$ cat src/hw/rtl/bew_pkg.sv
package bew_pkg;

  // func codes of an input word
  localparam logic FUNC_BEGIN = 1'b0;
  localparam logic FUNC_STEP  = 1'b1;

  // largest bit index in a byte, msb-first pixel order
  localparam logic [2:0] BIT_MAX = 3'd7;
  // bits per byte, as a 5-bit signed correction of the bit position
  localparam logic signed [4:0] BITS_PER_BYTE = 5'sd8;

  // classification of one queued command
  typedef struct packed {
    logic is_step;
    logic going_left;
    logic flat;
  } bew_kind_t;

  // divider status seen by the back end
  typedef struct packed {
    logic busy;
    logic done;
  } bew_div_stat_t;

  typedef enum logic {
    BACK_READY,
    BACK_DIVIDE
  } bew_back_state_e;

endpackage

$ cat src/hw/rtl/bew_fifo.sv
module bew_fifo #(
  parameter int unsigned WIDTH = 8,
  parameter int unsigned DEPTH = 2
) (
  input  logic             clk_i,
  input  logic             rst_ni,
  input  logic             push_i,
  input  logic [WIDTH-1:0] wdata_i,
  output logic             full_o,
  input  logic             pop_i,
  output logic [WIDTH-1:0] rdata_o,
  output logic             empty_o
);

  localparam int unsigned PTR_BITS = $clog2(DEPTH);

  logic [WIDTH-1:0]  mem_q [DEPTH];
  logic [PTR_BITS:0] wr_ptr_q, wr_ptr_d;
  logic [PTR_BITS:0] rd_ptr_q, rd_ptr_d;
  logic              do_push, do_pop;

  assign empty_o = (wr_ptr_q == rd_ptr_q);
  assign full_o  = (wr_ptr_q[PTR_BITS] != rd_ptr_q[PTR_BITS]) &&
                   (wr_ptr_q[PTR_BITS-1:0] == rd_ptr_q[PTR_BITS-1:0]);
  assign do_push = push_i && !full_o;
  assign do_pop  = pop_i && !empty_o;
  assign rdata_o = mem_q[rd_ptr_q[PTR_BITS-1:0]];

  always_comb begin
    wr_ptr_d = do_push ? wr_ptr_q + 1'b1 : wr_ptr_q;
    rd_ptr_d = do_pop  ? rd_ptr_q + 1'b1 : rd_ptr_q;
  end

  always_ff @(posedge clk_i or negedge rst_ni) begin
    if (!rst_ni) begin
      wr_ptr_q <= '0;
      rd_ptr_q <= '0;
    end else begin
      wr_ptr_q <= wr_ptr_d;
      rd_ptr_q <= rd_ptr_d;
    end
  end

  always_ff @(posedge clk_i) begin
    if (do_push) begin
      mem_q[wr_ptr_q[PTR_BITS-1:0]] <= wdata_i;
    end
  end

endmodule

$ cat src/hw/rtl/bew_front.sv
module bew_front import bew_pkg::*; #(
  parameter int unsigned COORD_BITS = 10
) (
  input  logic                  func_i,
  input  logic [COORD_BITS-1:0] x_start_i,
  input  logic [COORD_BITS-1:0] y_start_i,
  input  logic [COORD_BITS-1:0] x_end_i,
  input  logic [COORD_BITS-1:0] y_end_i,
  output bew_kind_t             kind_o,
  output logic [COORD_BITS-1:0] xs_o,
  output logic [COORD_BITS-1:0] ys_o,
  output logic [COORD_BITS-1:0] adx_o,
  output logic [COORD_BITS-1:0] dy_o
);

  logic                  swap;
  logic [COORD_BITS-1:0] xe, ye;

  always_comb begin
    // order the end points so that y grows
    swap = y_start_i > y_end_i;
    xs_o = swap ? x_end_i   : x_start_i;
    ys_o = swap ? y_end_i   : y_start_i;
    xe   = swap ? x_start_i : x_end_i;
    ye   = swap ? y_start_i : y_end_i;

    kind_o.is_step    = (func_i == FUNC_STEP);
    kind_o.going_left = xe < xs_o;
    adx_o             = kind_o.going_left ? xs_o - xe : xe - xs_o;
    dy_o              = ye - ys_o;
    kind_o.flat       = (dy_o == '0);
  end

endmodule

$ cat src/hw/rtl/bew_divider.sv
module bew_divider import bew_pkg::*; #(
  parameter int unsigned WIDTH = 10
) (
  input  logic             clk_i,
  input  logic             rst_ni,
  input  logic             start_i,
  input  logic [WIDTH-1:0] dividend_i,
  input  logic [WIDTH-1:0] divisor_i,
  output bew_div_stat_t    stat_o,
  output logic [WIDTH-1:0] quotient_o,
  output logic [WIDTH-1:0] remainder_o
);

  localparam int unsigned CNT_BITS = $clog2(WIDTH);

  logic                busy_q, busy_d;
  logic                done_q, done_d;
  logic [CNT_BITS-1:0] cnt_q, cnt_d;
  logic [WIDTH-1:0]    quo_q, quo_d;
  logic [WIDTH-1:0]    rem_q, rem_d;
  logic [WIDTH-1:0]    div_q, div_d;
  logic [WIDTH:0]      shifted;
  logic                fits;

  assign stat_o.busy = busy_q;
  assign stat_o.done = done_q;
  assign quotient_o  = quo_q;
  assign remainder_o = rem_q;

  // restoring division, one quotient bit per cycle
  always_comb begin
    busy_d  = busy_q;
    done_d  = 1'b0;
    cnt_d   = cnt_q;
    quo_d   = quo_q;
    rem_d   = rem_q;
    div_d   = div_q;
    shifted = {rem_q, quo_q[WIDTH-1]};
    fits    = shifted >= {1'b0, div_q};
    if (start_i) begin
      busy_d = 1'b1;
      cnt_d  = CNT_BITS'(WIDTH - 1);
      quo_d  = dividend_i;
      rem_d  = '0;
      div_d  = divisor_i;
    end else if (busy_q) begin
      quo_d = {quo_q[WIDTH-2:0], fits};
      rem_d = fits ? WIDTH'(shifted - {1'b0, div_q}) : shifted[WIDTH-1:0];
      cnt_d = cnt_q - 1'b1;
      if (cnt_q == '0) begin
        busy_d = 1'b0;
        done_d = 1'b1;
      end
    end
  end

  always_ff @(posedge clk_i or negedge rst_ni) begin
    if (!rst_ni) begin
      busy_q <= 1'b0;
      done_q <= 1'b0;
      cnt_q  <= '0;
    end else begin
      busy_q <= busy_d;
      done_q <= done_d;
      cnt_q  <= cnt_d;
    end
  end

  always_ff @(posedge clk_i) begin
    quo_q <= quo_d;
    rem_q <= rem_d;
    div_q <= div_d;
  end

endmodule

$ cat src/hw/rtl/bew_back.sv
module bew_back import bew_pkg::*; #(
  parameter int unsigned COORD_BITS = 10,
  parameter int unsigned ADDR_BITS  = 18
) (
  input  logic                  clk_i,
  input  logic                  rst_ni,
  input  logic                  stride_we_i,
  input  logic [7:0]            stride_i,
  input  logic                  cmd_valid_i,
  input  bew_kind_t             cmd_kind_i,
  input  logic [COORD_BITS-1:0] cmd_xs_i,
  input  logic [COORD_BITS-1:0] cmd_ys_i,
  input  logic [COORD_BITS-1:0] cmd_adx_i,
  input  logic [COORD_BITS-1:0] cmd_dy_i,
  output logic                  cmd_pop_o,
  input  logic                  res_full_i,
  output logic                  res_push_o,
  output logic [ADDR_BITS-1:0]  res_addr_o,
  output logic [2:0]            res_bit_o,
  output logic                  res_last_o
);

  localparam int unsigned QHI_BITS = (COORD_BITS - 3 > 8) ? COORD_BITS - 3 : 8;
  localparam int unsigned RS_BITS  = QHI_BITS + 2;
  localparam int unsigned ERR_BITS = COORD_BITS + 2;
  localparam int unsigned PROD_BITS = COORD_BITS + 9;

  bew_back_state_e state_q, state_d;

  logic [7:0]                  stride_q, stride_d;
  logic [7:0]                  stride_lat_q, stride_lat_d;
  logic [ADDR_BITS-1:0]        ptr_q, ptr_d;
  logic signed [4:0]           bitpos_q, bitpos_d;
  logic signed [ERR_BITS-1:0]  err_q, err_d;
  logic [COORD_BITS-1:0]       rows_left_q, rows_left_d;
  logic signed [RS_BITS-1:0]   row_step_q, row_step_d;
  logic [2:0]                  whole_q, whole_d;
  logic [COORD_BITS-1:0]       frac_q, frac_d;
  logic [COORD_BITS-1:0]       height_q, height_d;
  logic                        left_q, left_d;

  logic                        div_start;
  bew_div_stat_t               div_stat;
  logic [COORD_BITS-1:0]       quo, rem;

  logic [PROD_BITS-1:0]        start_addr;
  logic signed [ERR_BITS-1:0]  err_sum;
  logic                        err_carry;
  logic signed [4:0]           bit_sum;
  logic                        byte_inc, byte_dec;
  logic [ADDR_BITS-1:0]        ptr_adj;
  logic signed [RS_BITS-1:0]   rs_stride, rs_qhi;

  bew_divider #(
    .WIDTH(COORD_BITS)
  ) u_div (
    .clk_i      (clk_i),
    .rst_ni     (rst_ni),
    .start_i    (div_start),
    .dividend_i (cmd_adx_i),
    .divisor_i  (cmd_dy_i),
    .stat_o     (div_stat),
    .quotient_o (quo),
    .remainder_o(rem)
  );

  assign res_addr_o = ptr_q;
  assign res_bit_o  = bitpos_q[2:0];
  assign res_last_o = (rows_left_q == COORD_BITS'(1));

  // one row of the walk
  always_comb begin
    err_sum   = err_q + ERR_BITS'(frac_q);
    err_carry = !err_sum[ERR_BITS-1];
    if (left_q) begin
      bit_sum  = bitpos_q + 5'(err_carry) + 5'(whole_q);
      byte_inc = 1'b0;
      byte_dec = !bit_sum[4];
    end else begin
      bit_sum  = bitpos_q - 5'(err_carry) - 5'(whole_q);
      byte_inc = bit_sum[4];
      byte_dec = 1'b0;
    end
    if (byte_inc) begin
      ptr_adj = ADDR_BITS'(1);
    end else if (byte_dec) begin
      ptr_adj = '1;
    end else begin
      ptr_adj = '0;
    end
  end

  assign start_addr = PROD_BITS'(stride_q) * PROD_BITS'(cmd_ys_i) +
                      PROD_BITS'(cmd_xs_i >> 3);
  assign rs_stride  = RS_BITS'(stride_lat_q);
  assign rs_qhi     = RS_BITS'(quo >> 3);

  always_comb begin
    state_d      = state_q;
    stride_d     = stride_we_i ? stride_i : stride_q;
    stride_lat_d = stride_lat_q;
    ptr_d        = ptr_q;
    bitpos_d     = bitpos_q;
    err_d        = err_q;
    rows_left_d  = rows_left_q;
    row_step_d   = row_step_q;
    whole_d      = whole_q;
    frac_d       = frac_q;
    height_d     = height_q;
    left_d       = left_q;
    cmd_pop_o    = 1'b0;
    res_push_o   = 1'b0;
    div_start    = 1'b0;
    unique case (state_q)
      BACK_READY: begin
        if (cmd_valid_i) begin
          if (cmd_kind_i.is_step) begin
            if (rows_left_q == '0) begin
              cmd_pop_o = 1'b1;
            end else if (!res_full_i) begin
              cmd_pop_o   = 1'b1;
              res_push_o  = 1'b1;
              rows_left_d = rows_left_q - 1'b1;
              ptr_d       = ptr_q + ADDR_BITS'(row_step_q) + ptr_adj;
              err_d       = err_carry ? err_sum - ERR_BITS'(height_q) : err_sum;
              if (byte_inc) begin
                bitpos_d = bit_sum + BITS_PER_BYTE;
              end else if (byte_dec) begin
                bitpos_d = bit_sum - BITS_PER_BYTE;
              end else begin
                bitpos_d = bit_sum;
              end
            end
          end else if (cmd_kind_i.flat) begin
            cmd_pop_o   = 1'b1;
            rows_left_d = '0;
          end else begin
            cmd_pop_o    = 1'b1;
            div_start    = 1'b1;
            stride_lat_d = stride_q;
            ptr_d        = ADDR_BITS'(start_addr);
            left_d       = cmd_kind_i.going_left;
            height_d     = cmd_dy_i;
            err_d        = -ERR_BITS'(cmd_dy_i);
            rows_left_d  = cmd_dy_i;
            bitpos_d     = {{2{cmd_kind_i.going_left}}, BIT_MAX ^ cmd_xs_i[2:0]};
            state_d      = BACK_DIVIDE;
          end
        end
      end
      BACK_DIVIDE: begin
        if (div_stat.done) begin
          whole_d    = quo[2:0];
          frac_d     = rem;
          row_step_d = left_q ? rs_stride - rs_qhi : rs_stride + rs_qhi;
          state_d    = BACK_READY;
        end
      end
      default: state_d = BACK_READY;
    endcase
  end

  always_ff @(posedge clk_i or negedge rst_ni) begin
    if (!rst_ni) begin
      state_q <= BACK_READY;
    end else begin
      state_q <= state_d;
    end
  end

  always_ff @(posedge clk_i or negedge rst_ni) begin
    if (!rst_ni) begin
      stride_q     <= 8'd40;
      stride_lat_q <= '0;
      ptr_q        <= '0;
      bitpos_q     <= '0;
      err_q        <= '0;
      rows_left_q  <= '0;
      row_step_q   <= '0;
      whole_q      <= '0;
      frac_q       <= '0;
      height_q     <= '0;
      left_q       <= 1'b0;
    end else begin
      stride_q     <= stride_d;
      stride_lat_q <= stride_lat_d;
      ptr_q        <= ptr_d;
      bitpos_q     <= bitpos_d;
      err_q        <= err_d;
      rows_left_q  <= rows_left_d;
      row_step_q   <= row_step_d;
      whole_q      <= whole_d;
      frac_q       <= frac_d;
      height_q     <= height_d;
      left_q       <= left_d;
    end
  end

  a_push_has_room: assert property (@(posedge clk_i) disable iff (!rst_ni)
    res_push_o |-> !res_full_i)
    else $error("result pushed into a full queue");

  a_push_needs_edge: assert property (@(posedge clk_i) disable iff (!rst_ni)
    res_push_o |-> rows_left_q != '0)
    else $error("pixel given with no active edge");

  a_no_pop_in_divide: assert property (@(posedge clk_i) disable iff (!rst_ni)
    state_q == BACK_DIVIDE |-> !cmd_pop_o)
    else $error("command taken while the divider runs");

  a_done_in_divide: assert property (@(posedge clk_i) disable iff (!rst_ni)
    div_stat.done |-> state_q == BACK_DIVIDE)
    else $error("divider finished outside a begin");

endmodule

$ cat src/hw/rtl/bitplane_edge_walker.sv
// bitplane edge walker: steps along one polygon edge and gives one pixel per
// scanline as a byte address and a bit index (msb-first) in a planar bitmap.
// a func 0 word begins an edge from two end points, a func 1 word gives the
// next pixel and marks the last one with last_row_o; a horizontal edge or a
// step with no active edge gives nothing. words enter a small command queue,
// so the writer sees a queue: push while full is low. results leave through
// a two-word queue: read while empty is low, pop to take the word. row steps
// come out at one per cycle unless the result queue is full or a divide runs.
// a sloped begin holds the back end while an iterative divider forms |dx|/dy
// one quotient bit per cycle. the row stride register (reset 40) is written
// with row_stride_we_i and applies to later begins.
module bitplane_edge_walker import bew_pkg::*; #(
  parameter int unsigned COORD_BITS = 10,
  parameter int unsigned ADDR_BITS  = 18
) (
  input  logic                  clk_i,
  input  logic                  rst_ni,
  // configuration
  input  logic                  row_stride_we_i,
  input  logic [7:0]            row_stride_bytes_i,
  // input words
  input  logic                  push,
  output logic                  full,
  input  logic                  func_i,
  input  logic [COORD_BITS-1:0] x_start_i,
  input  logic [COORD_BITS-1:0] y_start_i,
  input  logic [COORD_BITS-1:0] x_end_i,
  input  logic [COORD_BITS-1:0] y_end_i,
  // result words
  output logic                  empty,
  input  logic                  pop,
  output logic [ADDR_BITS-1:0]  byte_address_o,
  output logic [2:0]            bit_index_o,
  output logic                  last_row_o
);

  localparam int unsigned KIND_BITS = $bits(bew_kind_t);
  localparam int unsigned CMD_BITS  = KIND_BITS + 4 * COORD_BITS;
  localparam int unsigned RES_BITS  = ADDR_BITS + 4;

  // front end classification
  bew_kind_t             f_kind;
  logic [COORD_BITS-1:0] f_xs, f_ys, f_adx, f_dy;

  // command queue
  logic [CMD_BITS-1:0]   cmd_wdata, cmd_rdata;
  logic                  cmd_empty, cmd_pop;
  bew_kind_t             c_kind;
  logic [COORD_BITS-1:0] c_xs, c_ys, c_adx, c_dy;

  // result queue
  logic                  res_push, res_full;
  logic [ADDR_BITS-1:0]  res_addr;
  logic [2:0]            res_bit;
  logic                  res_last;
  logic [RES_BITS-1:0]   res_rdata;

  bew_front #(
    .COORD_BITS(COORD_BITS)
  ) u_front (
    .func_i   (func_i),
    .x_start_i(x_start_i),
    .y_start_i(y_start_i),
    .x_end_i  (x_end_i),
    .y_end_i  (y_end_i),
    .kind_o   (f_kind),
    .xs_o     (f_xs),
    .ys_o     (f_ys),
    .adx_o    (f_adx),
    .dy_o     (f_dy)
  );

  assign cmd_wdata = {f_kind, f_xs, f_ys, f_adx, f_dy};

  // decouples classification from the walk
  bew_fifo #(
    .WIDTH(CMD_BITS),
    .DEPTH(4)
  ) u_cmd_fifo (
    .clk_i  (clk_i),
    .rst_ni (rst_ni),
    .push_i (push),
    .wdata_i(cmd_wdata),
    .full_o (full),
    .pop_i  (cmd_pop),
    .rdata_o(cmd_rdata),
    .empty_o(cmd_empty)
  );

  assign {c_kind, c_xs, c_ys, c_adx, c_dy} = cmd_rdata;

  bew_back #(
    .COORD_BITS(COORD_BITS),
    .ADDR_BITS (ADDR_BITS)
  ) u_back (
    .clk_i      (clk_i),
    .rst_ni     (rst_ni),
    .stride_we_i(row_stride_we_i),
    .stride_i   (row_stride_bytes_i),
    .cmd_valid_i(!cmd_empty),
    .cmd_kind_i (c_kind),
    .cmd_xs_i   (c_xs),
    .cmd_ys_i   (c_ys),
    .cmd_adx_i  (c_adx),
    .cmd_dy_i   (c_dy),
    .cmd_pop_o  (cmd_pop),
    .res_full_i (res_full),
    .res_push_o (res_push),
    .res_addr_o (res_addr),
    .res_bit_o  (res_bit),
    .res_last_o (res_last)
  );

  // output register stage, keeps the walk running while a word waits
  bew_fifo #(
    .WIDTH(RES_BITS),
    .DEPTH(2)
  ) u_res_fifo (
    .clk_i  (clk_i),
    .rst_ni (rst_ni),
    .push_i (res_push),
    .wdata_i({res_last, res_bit, res_addr}),
    .full_o (res_full),
    .pop_i  (pop),
    .rdata_o(res_rdata),
    .empty_o(empty)
  );

  assign {last_row_o, bit_index_o, byte_address_o} = res_rdata;

endmodule

$ cat config.mk
export PLATFORM = sky130hd
export DESIGN_NAME = bitplane_edge_walker
export DESIGN_NICKNAME = d
export VERILOG_FILES = /design/src/hw/rtl/bew_pkg.sv /design/src/hw/rtl/bew_fifo.sv /design/src/hw/rtl/bew_front.sv /design/src/hw/rtl/bew_divider.sv /design/src/hw/rtl/bew_back.sv /design/src/hw/rtl/bitplane_edge_walker.sv
export SDC_FILE = /design/constraint.sdc
export NUM_CORES = 1
export LEC_CHECK = 0
export ABC_AREA = 1
export CAP_MARGIN = 25
export CORE_UTILIZATION = 60
export CTS_CLUSTER_SIZE = 20
export DETAILED_ROUTE_END_ITERATION = 8
export DONT_BUFFER_PORTS = 1
export PLACE_DENSITY = 0.76
export REMOVE_ABC_BUFFERS = 1
export SLEW_MARGIN = 20
export SYNTH_ARGS = -nofsm -noshare
export SYNTH_HDL_FRONTEND = slang
export SYNTH_SLANG_ARGS = --single-unit
$ cat constraint.sdc
create_clock -name clk_i -period 10.9 [get_ports clk_i]
set_clock_uncertainty 0.2 [all_clocks]
set_input_delay 1.09 -clock clk_i [delete_from_list [all_inputs] [get_ports clk_i]]
set_output_delay 1.09 -clock clk_i [all_outputs]
set_load 0.005 [all_outputs]
==> results of run 1 <==
[metal layers]
metal	GRT usage	wire [µm]	vias to the layer above
li1	-	-	8197
met5	0	0	-
met2	0.444	23400	546
met1	0.375	22100	7913
met3	0.0389	3100	105
met4	0.104	1610	0
[Yosys cell counts (4+ instances only)]
library cell,instances,area share
xnor2_1,19,0.0075
xor2_1,58,0.023
o22ai_1,20,0.0056
buf_2,12,0.0027
nand2_4,4,0.0020
o31ai_1,12,0.0040
a2bb2oi_1,5,0.0020
nand4_1,12,0.0034
nor2_1,157,0.026
nand3_2,4,0.0018
clkbuf_1,50,0.0084
o21ai_1,16,0.0036
buf_1,10,0.0017
dfxtp_1,10,0.0090
nand2_2,5,0.0014
a32oi_1,8,0.0031
o21ai_2,7,0.0028
o21ai_0,190,0.043
ha_1,129,0.073
o211ai_1,19,0.0064
dfrtp_1,110,0.12
a31oi_1,9,0.0025
or2_2,14,0.0039
buf_6,5,0.0025
edfxtp_1,236,0.32
o21bai_1,5,0.0017
inv_2,6,0.0010
nand2_1,668,0.11
inv_1,306,0.052
a32o_1,9,0.0040
nor3_1,15,0.0034
nand3_1,100,0.022
a211oi_1,4,0.0013
fa_1,82,0.074
a21oi_1,125,0.028
[stage by stage]
step | util | cells | cell area, µm²
4_1_cts | 0.655 | 2961 | 23900
6_report | 0.655 | 2961 | 23900
3_5_place_dp | 0.621 | 2893 | 22700
2_1_floorplan | - | 2410 | 21900
3_3_place_gp | 0.620 | 2891 | 22600
5_1_grt | 0.655 | 2961 | 23900
[final timing paths]
| check | from | end | slack (ns) | cells after the start |
|---|---|---|---|---|
| hold / removal | rst_ni | u_back.whole_q[1]$_DFFE_PN0P_ | 0.04 | 0 |
| setup reg to reg | u_back.frac_q[2]$_DFFE_PN0P_ | u_back.res_addr_o[11]$_DFFE_PN0P_ | 3.90 | 30 |
| max in group asynchronous | rst_ni | u_cmd_fifo.rd_ptr_q[0]$_DFFE_PN0P_ | 10.25 | 0 |
| min in group clk_i | u_back.u_div.done_q$_DFF_PN0_ | u_back.state_q$_DFF_PN0_ | 0.25 | 1 |
| setup / recovery | u_back.frac_q[2]$_DFFE_PN0P_ | u_back.res_addr_o[11]$_DFFE_PN0P_ | 3.90 | 30 |
| hold reg to reg | u_back.u_div.done_q$_DFF_PN0_ | u_back.state_q$_DFF_PN0_ | 0.25 | 1 |
[final cells by class]
class                   instances  area share
clock inverters                24      0.0114
clock buffers                  44      0.0402
well taps                     468      0.0245
multi-input cells            1736       0.446
flip-flops and latches        358       0.422
inverters                     316      0.0497
repair buffers                 15     0.00570
[worst max-delay path: cells and delay by family, from the launching register on]
kind	cells	cell delay [ns]
buffers and inverters	5	0.72
xor gates and xnor gates	1	0.21
DFF	1	0.38
adders and majority gates	6	2.04
and+or+nand+nor	10	1.81
AOI/OAI and AO/OA	8	1.52
[kinds of logic after synthesis]
kind of cell,after synthesis,share of synthesized area
and+or+nand+nor,995,0.183
AOI/OAI and AO/OA,453,0.117
buffers and inverters,394,0.0694
DFF,358,0.453
adders and majority gates,211,0.146
xor gates and xnor gates,77,0.0303
[placed cells by master, fill, tap and decap left out, types with 7 or more instances in the layout]
cell type  count
nand2_1      668
inv_1        306
edfxtp_1     236
o21ai_0      190
nor2_1       150
ha_1         129
a21oi_1      124
dfrtp_1      109
nand3_1      100
fa_1          82
xor2_1        58
clkbuf_16     37
o22ai_1       20
o211ai_1      19
xnor2_1       19
o21ai_1       16
nor3_1        15
or2_2         14
buf_4         13
nand4_1       12
o31ai_1       12
dfxtp_1       10
a31oi_1        9
clkinv_1       9
a32o_1         9
a32oi_1        8
clkinv_2       8
o21ai_2        7
[sequential cells by signal (all words and copies together) (netlist names), 12 cells and up]
name               flops
u_res_fifo.mem_q      44
u_back.err_q          12
u_back.res_addr_o     18
u_cmd_fifo.mem_q     172
==> flow_metrics.env, run 1 <==
export IMPL_rsz0062_at_grt="false"
export IMPL_multi_input_area_mm2=0.0107
export IMPL_dieArea_mm2=0.0379
export IMPL_clk_latency_ns=0.56
export IMPL_cts_sinks=358
export IMPL_ant_nets=0
export IMPL_synth_async_sr_flop_share=0.313
export IMPL_io_buffers=0
export IMPL_min_period_ns=7.00
export IMPL_first_global_vias=16719
export IMPL_cts_resized=0
export IMPL_crit_required_ns=11.13
export IMPL_drc_errors=0
export IMPL_cts_max_level=2
export IMPL_place_congestion=0.947
export IMPL_maxCapViolCount=0
export IMPL_cts_tree="built"
export IMPL_yosys_warnings=0
export IMPL_synth_distinct_cells=62
export IMPL_start_util=0.610
export IMPL_cts_buffers_inserted=37
export IMPL_cp_arrival_ns=7.23
export IMPL_die_h_um=195
export IMPL_num_fill_cells=2904
export IMPL_nets=2729
export IMPL_cpMostUsedCell="nand3_1"
export IMPL_synth_seq_cells=358
export IMPL_cp_start_kind="register"
export IMPL_ys_flop_type="edfxtp_1"
export IMPL_grt_max_degree=113
export IMPL_setup_ws_ns=3.90
export IMPL_drtIter0Drc=1230
export IMPL_postSynthAreaPerCell_um2=8.95
export IMPL_seq_area_mm2=0.0101
export IMPL_antenna_found_initial=1
export IMPL_cp_end_kind="register"
export IMPL_seq_area_frac_synth=0.453
export IMPL_ctsHoldBuffers=0
export IMPL_path_class="reg -> reg"
export IMPL_ctsRootBufferMaster="clkbuf_16"
export IMPL_grt_pass1_wl_mm=83.3
export IMPL_hp_class="in -> async"
export IMPL_cts_setup_buffers=0
export IMPL_syn_to_final_growth_pct=7.42
export IMPL_vias_per_cell=5.66
export IMPL_clk_pin_slew_worst_paths_ns=0.07
export IMPL_cp_slowest_cell="fa_1"
export IMPL_wl_mm=50.1
export IMPL_timing_hold_ws_ns=0.0356
export IMPL_layout_drive_gt1_share=0.0550
export IMPL_vias=16761
export IMPL_routedWlPerCell_um=16.9
export IMPL_core_mm2=0.0365
export IMPL_clockBufferDepth=3
export IMPL_synthCells=2488
export IMPL_outcome="complete, no violations"
export IMPL_place_ws_ns=4.01
export IMPL_slew_headroom=0.309
export IMPL_post_dp_hpwl_mm=36.2
export IMPL_max_stage_delay_ns=0.51
export IMPL_final_hold_viol_count=0
export IMPL_grtUsageTotal=0.274
export IMPL_synth_area_mm2=0.0223
export IMPL_dr_pass1_iters=5
export IMPL_worst_pin_slew_ns=1.04
export IMPL_rows=70
export IMPL_io_pins=78
export IMPL_worst_path_max_fanout=21
export IMPL_max_freq_ghz=0.143
export IMPL_n_antenna_cell=0
export IMPL_slew_viol_final=0
export IMPL_tns_ns=0
export IMPL_finalCritPeriodShare=0.642
export IMPL_synth_edf_count=236
export IMPL_die_w_um=195
export IMPL_setup_viol=0
export IMPL_overflow=0
Power of run 1 is not shown: default switching activity piles up to over one toggle a cycle in this logic, so the estimate is an artifact.
==> run 2: changes to the inputs <==
- ABC_AREA: 1 -> 0
- clock period: 10.9 -> 6.9 ns (I/O delays scaled with it)
==> run 2 against run 1 <==
Against the previous run:
- setup slack worse by 3.6 ns
- die area decreased by 1.5%
- via count shrank 12%
- first-iteration DRC count shrank 9.4%
- critical path depth unchanged
- wire length down 5.5%
- largest cell class unchanged
- the run now ends with DRC left
==> flow_metrics.env, run 2 <==
export IMPL_outcome="finished, violations left"
export IMPL_violations="DRC"
export IMPL_first_global_vias=14922
export IMPL_vias_per_cell=5.93
export IMPL_cts_tree="built"
export IMPL_ant_nets=0
export IMPL_core_mm2=0.0357
export IMPL_slew_viol_final=0
export IMPL_maxCapViolCount=0
export IMPL_wl_mm=47.4
export IMPL_yosys_area_top_type_share=0.323
export IMPL_cts_buffers_inserted=38
export IMPL_synth_area_mm2=0.0219
export IMPL_tns_ns=0
export IMPL_grtUsageTotal=0.264
export IMPL_ys_top_cells_by_area="edfxtp_1 32%, dfrtp_1 13%, fa_1 7.5%"
export IMPL_multi_input_area_mm2=0.0109
export IMPL_cpMostUsedCell="a21o_1"
export IMPL_grt_max_degree=113
export IMPL_post_synth_top_count_cell="nand2_1"
export IMPL_finalCritPeriodShare=0.952
export IMPL_layout_drive_gt1_share=0.105
export IMPL_critical_path_startpoint="u_back.frac_q[1]$_DFFE_PN0P_"
export IMPL_clk_pin_slew_worst_paths_ns=0.06
export IMPL_yosys_warnings=0
export IMPL_cp_arrival_ns=6.82
export IMPL_dieArea_mm2=0.0373
export IMPL_cp_slowest_cell="fa_1"
export IMPL_slew_headroom=0.346
export IMPL_synth_async_sr_flop_share=0.313
export IMPL_worst_pin_slew_ns=0.971
export IMPL_io_pins=78
export IMPL_n_antenna_cell=0
export IMPL_path_class="reg -> reg"
export IMPL_place_congestion=0.926
export IMPL_die_w_um=193
export IMPL_largest_reg_flops=172
export IMPL_min_period_ns=6.57
export IMPL_synthCells=2003
export IMPL_max_freq_ghz=0.152
export IMPL_hp_class="in -> reg"
export IMPL_crit_required_ns=7.16
export IMPL_routedWlPerCell_um=19.0
export IMPL_start_util=0.613
export IMPL_antenna_found_initial=0
export IMPL_cp_start_kind="register"
export IMPL_drc_errors=1
export IMPL_io_buffers=0
export IMPL_clk_latency_ns=0.53
export IMPL_post_dp_hpwl_mm=33.2
export IMPL_synth_distinct_cells=76
export IMPL_vias=14730
export IMPL_overflow=0
export IMPL_ys_flop_type="edfxtp_1"
export IMPL_postSynthAreaPerCell_um2=10.9
export IMPL_die_h_um=193
export IMPL_seq_area_mm2=0.0101
export IMPL_cts_max_level=2
export IMPL_r2r_start="u_back.frac_q[1]$_DFFE_PN0P_"
export IMPL_synth_common_cells="269 x nand2_1, 236 x edfxtp_1, 187 x inv_1"
export IMPL_dr_pass1_iters=9
export IMPL_final_hold_viol_count=0
export IMPL_regToRegSetupSlack_ns=0.33
export IMPL_syn_to_final_growth_pct=9.02
export IMPL_worst_path_max_fanout=3
export IMPL_clockBufferDepth=3
export IMPL_ctsRootBufferMaster="clkbuf_16"
export IMPL_final_cell_mix="269 x nand2_1, 236 x edfxtp_1, 185 x inv_1"
export IMPL_cts_sinks=358
export IMPL_seq_area_frac_synth=0.460
export IMPL_drtIter0Drc=1114
export IMPL_max_stage_delay_ns=0.45
export IMPL_holdCritStartpoint="func_i"
export IMPL_synth_seq_cells=358
export IMPL_synth_edf_count=236
export IMPL_rows=69
export IMPL_num_fill_cells=2654
export IMPL_cp_end_kind="register"
export IMPL_grt_pass1_wl_mm=77.0
export IMPL_nets=2260
export IMPL_setup_viol=0
export IMPL_yosys_area_top_type="edfxtp_1"
export IMPL_final_common_cell="nand2_1"
run 2: path summary, 6_finish.rpt:
path | endpoint | cells past startpoint
hold reg to reg | u_back.frac_q[9]$_DFFE_PN0P_ | 2
setup / recovery | u_back.res_addr_o[16]$_DFFE_PN0P_ | 30
hold / removal | u_cmd_fifo.mem_q[3][42]$_DFFE_PP_ | 0
setup reg to reg | u_back.res_addr_o[16]$_DFFE_PN0P_ | 30
max in group asynchronous | u_cmd_fifo.rd_ptr_q[0]$_DFFE_PN0P_ | 2
min in group asynchronous | u_back.stride_q[2]$_DFFE_PN0P_ | 2
run 2: routing by layer:
metal  vias up  track usage  share of wire
li1       7033            -              -
met1      7211        0.359           0.44
met2       420        0.445           0.48
met3        66       0.0380          0.059
met4         0       0.0703          0.023
met5         -            0              0
run 2: metrics by stage:
stage	setup WS, ns	instances	area (µm²)	hold slack [ns]	utilization
after floorplan	-1.54	1930	21600	0.194	-
after global routing	-0.0331	2486	23900	0.0505	0.669
after global placement	0.0926	2408	22400	0.197	0.626
after detailed placement	-0.0770	2410	22400	0.196	0.627
after CTS	0.00862	2482	23800	0.0497	0.667
final	0.333	2486	23900	0.0669	0.669
run 2: cells by family (layout without fill, tap and decap cells):
group,after synthesis,after routing,share of synthesized area
and+or+nand+nor,574,574,0.119
buffers and inverters,260,282,0.0451
xor gates and xnor gates,96,96,0.0383
DFF,358,358,0.460
adders and majority gates,213,213,0.149
muxes,104,104,0.0741
AOI/OAI and AO/OA,398,398,0.114
run 2: layout make-up:
class / count / share of cell area
flip-flops and latches: 358 / 0.422
clock inverters: 19 / 0.0108
clock buffers: 51 / 0.0466
multi-input cells: 1385 / 0.457
repair buffers: 25 / 0.0101
inverters: 187 / 0.0294
well taps: 461 / 0.0241
run 2: what timing repair did:
| action | CTS | global route |
|---|---|---|
| pin swaps | 0 | 8 |
| buffers inserted | 0 | 3 |
| hold buffers | 2 | 0 |
| endpoints found under the setup margin | 2 | 9 |
| resized for setup | 2 | 14 |
| hold endpoints to repair | 112 | 0 |
run 2: worst max-delay path, delay by kind of cell, from the launching register on:
kind | cells | cell delay (ns)
flops | 1 | 0.42
xor+xnor | 1 | 0.19
compound gates | 18 | 3.17
fa+ha+maj | 5 | 1.69
simple gates | 2 | 0.27
buf+inv | 3 | 0.35
mux | 1 | 0.21
Power of run 2 is left out for the same reason.
==> run 3: changes to the inputs <==
--- a/config.mk
+++ b/config.mk
@@ -8,9 +8,11 @@
 export ABC_AREA = 0
 export CAP_MARGIN = 25
-export CORE_UTILIZATION = 60
+export CELL_PAD_IN_SITES_DETAIL_PLACEMENT = 1
+export CELL_PAD_IN_SITES_GLOBAL_PLACEMENT = 2
+export CORE_UTILIZATION = 44
 export CTS_CLUSTER_SIZE = 20
 export DETAILED_ROUTE_END_ITERATION = 8
 export DONT_BUFFER_PORTS = 1
-export PLACE_DENSITY = 0.76
+export PLACE_DENSITY_LB_ADDON = 0.1
 export REMOVE_ABC_BUFFERS = 1
 export SLEW_MARGIN = 20
==> constraint.sdc (replaced) <==
create_clock -name clk_i -period 6.9 [get_ports clk_i]
set_clock_uncertainty 0.2 [all_clocks]
set_input_delay 0.345 -clock clk_i [delete_from_list [all_inputs] [get_ports clk_i]]
set_output_delay 0.345 -clock clk_i [all_outputs]
set_load 0.005 [all_outputs]
==> run 3 against run 2 <==
Against the previous run:
- the flow now finishes without violations
- design area up 2.7%
- sequential cell count unchanged
- register-to-register slack better by 0.14 ns
- critical endpoint is now u_back.res_addr_o[17]$_DFFE_PN0P_
==> flow_metrics.env, run 3 (synthesized netlist as in run 2, its figures left out) <==
export IMPL_outcome="complete, no violations"
export IMPL_cts_sinks=358
export IMPL_core_mm2=0.0491
export IMPL_die_h_um=225
export IMPL_max_freq_ghz=0.156
export IMPL_setup_ws_ns=0.477
export IMPL_layout_drive_gt1_share=0.103
export IMPL_wl_mm=55.3
export IMPL_min_period_ns=6.42
export IMPL_syn_to_final_growth_pct=11.9
export IMPL_cts_buffers_inserted=40
export IMPL_vias_per_cell=5.45
export IMPL_post_dp_hpwl_mm=39.9
export IMPL_hp_class="in -> reg"
export IMPL_path_class="reg -> reg"
export IMPL_place_ws_ns=0.0231
export IMPL_overflow=0
export IMPL_crit_required_ns=7.16
export IMPL_clockBufferDepth=3
export IMPL_crit_buf_inv=3
export IMPL_multi_input_area_mm2=0.0109
export IMPL_largest_reg_flops=172
export IMPL_io_pins=78
export IMPL_n_antenna_cell=0
export IMPL_final_common_cell="nand2_1"
export IMPL_cp_start_kind="register"
export IMPL_cp_arrival_ns=6.68
export IMPL_grt_pass1_wl_mm=88.1
export IMPL_setup_viol=0
export IMPL_place_congestion=0.850
export IMPL_slew_viol_final=0
export IMPL_cts_tree="built"
export IMPL_worst_path_max_fanout=4
export IMPL_io_buffers=0
export IMPL_cp_end_kind="register"
export IMPL_cpMostUsedCell="fa_1"
export IMPL_start_util=0.447
export IMPL_cp_slowest_cell="fa_1"
export IMPL_antenna_found_initial=1
export IMPL_seq_area_mm2=0.0101
export IMPL_routedWlPerCell_um=20.2
export IMPL_maxCapViolCount=0
export IMPL_slew_headroom=0.313
export IMPL_final_hold_viol_count=0
export IMPL_worst_pin_slew_ns=1.02
export IMPL_drc_errors=0
export IMPL_finalCritPeriodShare=0.931
export IMPL_num_fill_cells=5311
export IMPL_crit_family="compound AO/OA/AOI/OAI gates"
export IMPL_clk_latency_ns=0.56
export IMPL_grt_max_degree=113
export IMPL_cts_max_level=2
export IMPL_dr_pass1_iters=5
export IMPL_final_cell_mix="269 x nand2_1, 236 x edfxtp_1, 185 x inv_1"
export IMPL_rows=81
export IMPL_max_stage_delay_ns=0.43
export IMPL_clk_pin_slew_worst_paths_ns=0.06
export IMPL_first_global_vias=15792
export IMPL_die_w_um=225
export IMPL_grtUsageTotal=0.225
export IMPL_drtIter0Drc=629
export IMPL_nets=2303
export IMPL_dieArea_mm2=0.0507
export IMPL_ctsRootBufferMaster="clkbuf_16"
export IMPL_vias=14902
export IMPL_rsz0062_at_grt="false"
export IMPL_ant_nets=0
-- run 3: changes by cell type in the layout (fill, tap and decap cells not counted), sizes merged --
cell	change
clkinv	-3
clkinvlp	+1
dlygate4sd3	+37
inv	+4
buf	+4
bufinv	-1
clkbuf	+3
-- run 3: through the flow --
stage / hold slack (ns) / utilization / instance area (µm²) / setup TNS [ns] / std cells
6_report: 0.00281 / 0.500 / 24500 / 0 / 2734
5_1_grt: 0.0280 / 0.500 / 24500 / 0 / 2734
4_1_cts: 0.000222 / 0.499 / 24500 / 0 / 2730
3_5_place_dp: -0.148 / 0.463 / 22700 / 0 / 2617
3_3_place_gp: -0.148 / 0.463 / 22700 / 0 / 2615
2_1_floorplan: -0.151 / - / 21600 / -13.59 / 1930
-- run 3: final timing paths --
kind                                                     start                            endpoint  slack [ns]  cells after the start
worst max-delay path              u_back.frac_q[1]$_DFFE_PN0P_   u_back.res_addr_o[17]$_DFFE_PN0P_        0.48                     31
worst min-delay path                                x_end_i[8]   u_cmd_fifo.mem_q[0][38]$_DFFE_PP_       0.003                      2
worst max register to register    u_back.frac_q[1]$_DFFE_PN0P_   u_back.res_addr_o[17]$_DFFE_PN0P_        0.48                     31
worst min register to register  u_back.height_q[1]$_DFFE_PN0P_      u_back.height_q[1]$_DFFE_PN0P_        0.28                      2
max in group asynchronous                               rst_ni  u_cmd_fifo.rd_ptr_q[1]$_DFFE_PN0P_        5.70                      2
min in group asynchronous                               rst_ni      u_back.stride_q[6]$_DFFE_PN0P_        0.22                      2
-- run 3: worst reg2reg max path, delay by kind of cell (launching register included) --
family                     cells  cell delay [ns]
adders and majority gates      6             1.76
xor gates and xnor gates       1             0.20
and+or+nand+nor                6             0.95
buffers and inverters          3             0.31
AOI/OAI and AO/OA             15             2.50
DFF                            1             0.42
-- run 3: layout make-up --
type,instances,area share
timing repair buffer,66,0.0265
tap,664,0.0339
inverter,187,0.0286
sequential,358,0.411
clock buffer,54,0.0442
multi-input combinational,1385,0.446
clock inverter,20,0.00994
-- run 3: repair_timing --
action / 4_1_cts / 5_1_grt
hold buffers: 39 / 0
buffers inserted: 0 / 3
resized for setup: 3 / 10
pin swaps: 0 / 7
setup endpoints to repair: 1 / 6
endpoints found under the hold margin: 172 / 0
-- run 3: routing by layer --
layer	share of wire	GRT usage	vias to the layer above
met5	0	0	-
met4	0.024	0.0650	0
met3	0.031	0.0287	66
met2	0.47	0.368	215
met1	0.48	0.314	7500
li1	-	-	7121
Power of run 3 is left out for the same reason.
